**src/rtl/core/det_ram.sv**
```systemverilog
// Generic single-write, single-read RAM with registered read data
`timescale 1ns / 1ps

module det_ram #(
  parameter int WIDTH = 8,
  parameter int DEPTH = 256
) (
  input  logic                                  clk,
  input  logic                                  we,
  input  logic [(DEPTH > 1 ? $clog2(DEPTH) : 1)-1:0] waddr,
  input  logic [WIDTH-1:0]                      wdata,
  input  logic [(DEPTH > 1 ? $clog2(DEPTH) : 1)-1:0] raddr,
  output logic [WIDTH-1:0]                      rdata
);

  logic [WIDTH-1:0] mem [DEPTH];

  always_ff @(posedge clk) begin
    if (we) begin
      mem[waddr] <= wdata;
    end
    rdata <= mem[raddr];
  end

endmodule

```
**config.mk**
```make
export PLATFORM = sky130hd
export DESIGN_NAME = det_ram
export DESIGN_NICKNAME = d
export VERILOG_FILES = /design/src/rtl/core/det_ram.sv
export SDC_FILE = /design/constraint.sdc
export NUM_CORES = 2
export LEC_CHECK = 0
export ABC_CLOCK_PERIOD_IN_PS = 5500
export BUFFER_PORTS_ARGS = -buffer_cell sky130_fd_sc_hd__buf_2
export CELL_PAD_IN_SITES_DETAIL_PLACEMENT = 0
export CELL_PAD_IN_SITES_GLOBAL_PLACEMENT = 2
export CORE_UTILIZATION = 55
export DETAILED_ROUTE_END_ITERATION = 8
export PLACE_DENSITY_LB_ADDON = 0.1
export SLEW_MARGIN = 20
export SYNTH_ARGS = -nofsm -noshare
export SYNTH_HDL_FRONTEND = slang
export SYNTH_SLANG_ARGS = --single-unit
```
**constraint.sdc**
```tcl
create_clock -name clk -period 5.5 [get_ports clk]
set_input_delay 1.375 -clock clk [delete_from_list [all_inputs] [get_ports clk]]
set_output_delay 1.375 -clock clk [all_outputs]
set_load 0.005 [all_outputs]
```
After elaboration in Yosys (flattened, before gate mapping)
Memories as Yosys holds them, arrays and structs flattened. A register that Yosys moved wholly into a read port is not among the register bits.
Index checks and enable logic that the tools add are counted.
Widths: inputs -> output; s select.

cells by class
  multiplexer cells = 2

operator list
  operator  number
  $mux 1    2

word-level totals
  bits in registers = 0
  RAM bits = 2048
  input bits = 26
  output and inout port bits = 8
  word-level logic and storage cells = 3
  memories = 1

memories
  memory  words  width  read ports  clocked after Yosys merged registers in  write ports  line  source
  mem     256    8      1           1                                        1            16    logic [WIDTH-1:0] mem [DEPTH];

Depth between registers and ports, before layout
  depth in word-level cells = 2
  gate-level depth with buffers = 11

Worst setup path before layout
Ideal clock, no wire load.

  kind = input to register
  from = input raddr[0] in the netlist's numbering
  to = register rdata[2], read port of mem
  library setup time = 131 ps
  data arrival time = 3182 ps
  required time = 5369 ps
  setup slack = 2187 ps
  stages on the path = 9
  cell sequence = buf_6 -> buf_12 -> buf_8 -> buf_2 -> mux4_2 -> a22oi_1 -> a21oi_1 -> nor4_1 -> nor4_2

RTL lines
  what                line  source
  start: declaration  12    input logic [(DEPTH > 1 ? $clog2(DEPTH) : 1)-1:0] raddr,
  end: declaration    13    output logic [WIDTH-1:0] rdata

==> results.toml <==
[placement]
placed_cell_area_sq_um = 82250
gp_congestion = 0.8500
port_buffers = 33
hpwl_um = 127100

[global_routing]
antenna_found_initial = 17
gr-total-overflow = 0
grt_max_degree = 142
track_usage = 0.2826
grt_pass1_vias = 39235
grt_pass1_wl_um = 288900

[timing]
clock-skew-final_ns = 0.02198
fin_setup_tns_ns = 0
rsz0062_at_grt = "false"
fmax_mhz = 245.0
period_needed_ns = 4.082
tightest_slew_ns = 1.184
setup_viol = 0
finalCritPeriodShare = 0.7422
slew_headroom = 0.2108
drv_slew = 0
finalHoldViolations = 0

[yosys]
yosysSeqAreaShare = 0.7750
synth_edf_count = 2048
avgSynthCellArea_sq_um = 21.31
yosys_warnings = 0
synth-main-ff-cell = "edfxtp_1"
yosysTopAreaCell = "edfxtp_1"
synth_nets = 3759
yosysTopAreaCellShare = 0.7730
synth.area.top_cells = "edfxtp_1 (77%), mux4_2 (13%), mux2i_1 (1.7%), nor2_1 (1.3%), a22oi_1 (1.3%)"
synth_seq_cells = 2056
async_reset_ff_frac = 0
yosysUniqueCellTypes = 55
syn-instance-count = 3733
syn_area_sq_um = 79560

[cells_and_area]
num-nets-final = 3919
fillers = 9838
mostFrequentLayoutCells = "edfxtp_1 (2048), mux4_2 (454), nor2_1 (276)"
syn2layout_area_growth_pct = 11.50
finalInstanceArea_sq_um = 88700
drive_gt1_frac = 0.2341
final_common_cell = "edfxtp_1"

[clocking]
cts.repair.resized = 0
clockBufferDepth = 3
htree_levels = 4
cts_setup_buffers = 0
cts_buffers = 202
clk-insertion-delay-late_ns = 0.85
cts_tree = "done"
cts-root-buf = "clkbuf_16"
numClockSinks = 2056
postCtsHoldBufs = 0
clk_pin_slew_ns = 0.06

[critical_path]
worst-setup-path-type = "in -> reg"
start_kind = "input port"
cp.required_ns = 6.19
rr_worst_depth = 6
worstPathMaxFanout = 63
critPathCaptureType = "register"
worstPathArrival_ns = 4.77
r2r_slack_ns = 2.75

[die]
num_rows = 139
die-area_sq_um = 146200
initial_core_util = 0.5545
die_w_um = 382.3
chipHeight_um = 382.3
ioPinCount = 34
core_sq_um = 143500

[route]
first_iter_violations = 4888
wire_per_inst_um = 34.09
vias_per_cell = 6.532
top_layer_used = "met5"
vias = 39017
drtAntennaViolNets = 0
met3_wirelength_um = 18700
drc = 0
routed-wl-met2_um = 97760
dr.pass1.iters = 5
drt_wl_total_um = 203600
m1WireLength_um = 81880

[pwr]
totalPowerFinal_w = 0.03238
power_density_nw_per_um2 = 365.0
irDropWorstVdd_mv = 0.3534
leakagePower_nw = 27.43

[job]
max_cap_violations = 0

[hold_path]
hold_class = "reg -> reg"
whs_path_depth = 6

[outcome]
outcome = "finished, final reports clean"
==> report_power, final <==
part | switching (W) | internal [W]
sequential | 0.0000359 | 0.0173
clock | 0.00578 | 0.00769
combinational | 0.00105 | 0.000542
total | 0.00687 | 0.0255
==> kinds of logic after synthesis <==
group / after synthesis / synth area share
DFF: 2056 / 0.7750
AOI/OAI and AO/OA: 385 / 0.03419
and+or+nand+nor: 466 / 0.02628
buffers and inverters: 235 / 0.01831
muxes: 591 / 0.1462
==> worst max-delay path, cell delays in order <==
cell      delay [ns]
buf_8           0.48
or2b_1          0.83
buf_4           0.39
o221ai_1        0.30
a21oi_1         0.24
nor3_1          0.09
nor4_1          0.90
nor4_2          0.09
==> sequential cells by signal, summed over array words and instances (netlist names) <==
| signal | flops |
|---|---|
| mem | 2048 |
| rdata | 8 |
==> through the flow <==
stage          std cells  hold slack [ns]  setup slack (ns)    util
2_1_floorplan       3733           0.7699             2.187       -
3_3_place_gp        5591           0.9991            0.7685  0.5731
3_5_place_dp        5592            1.011            0.7419  0.5732
4_1_cts             5966            1.029             1.632  0.6180
5_1_grt             5966            1.090             1.436  0.6181
6_report            5973            1.025             1.418  0.6182
==> metal layers <==
| metal | vias to the layer above | track usage |
|---|---|---|
| met3 | 264 | 0.06370 |
| met4 | 6 | 0.08311 |
| met5 | - | 0 |
| li1 | 16055 | - |
| met2 | 1847 | 0.4378 |
| met1 | 20845 | 0.4070 |
==> layout make-up <==
type,count,area [sq um],share of cell area
diodes,7,17.52,0.0001975
repair buffers,189,1708,0.01925
multi-input cells,1442,16500,0.1860
clock buffers,257,5291,0.05965
flip-flops and latches,2056,61660,0.6951
inverters,2,7.507,0.00008463
clock inverters,117,1136,0.01281
well taps,1903,2381,0.02684
==> final timing paths <==
check	end	start
min reg2reg	rdata[5]$_DFF_P_	mem[32][5]$_DFFE_PP_
max	rdata[0]$_DFF_P_	raddr[1]
min	rdata[5]$_DFF_P_	mem[32][5]$_DFFE_PP_
max reg2reg	rdata[3]$_DFF_P_	mem[83][3]$_DFFE_PP_
==> cells in the mapped netlist, types with 5 or more instances <==
cell type  count
edfxtp_1    2048
mux4_2       454
nor2_1       282
mux2i_1      134
a22oi_1      133
clkbuf_1     111
a21oi_1       96
o221ai_1      46
nand3_1       34
nand2_1       33
buf_2         31
nor2b_1       31
o22ai_1       28
buf_4         27
nor4_1        24
buf_1         22
nor3_1        22
buf_6         21
a211oi_1      16
a221oi_1      13
buf_8         13
nand4_1       10
o211ai_1      10
o21ai_0       10
a22o_1         8
buf_12         8
dfxtp_1        8
nand2b_1       8
and2_1         6
o22a_1         5
No activity file was read; power rests on OpenSTA's default activity.
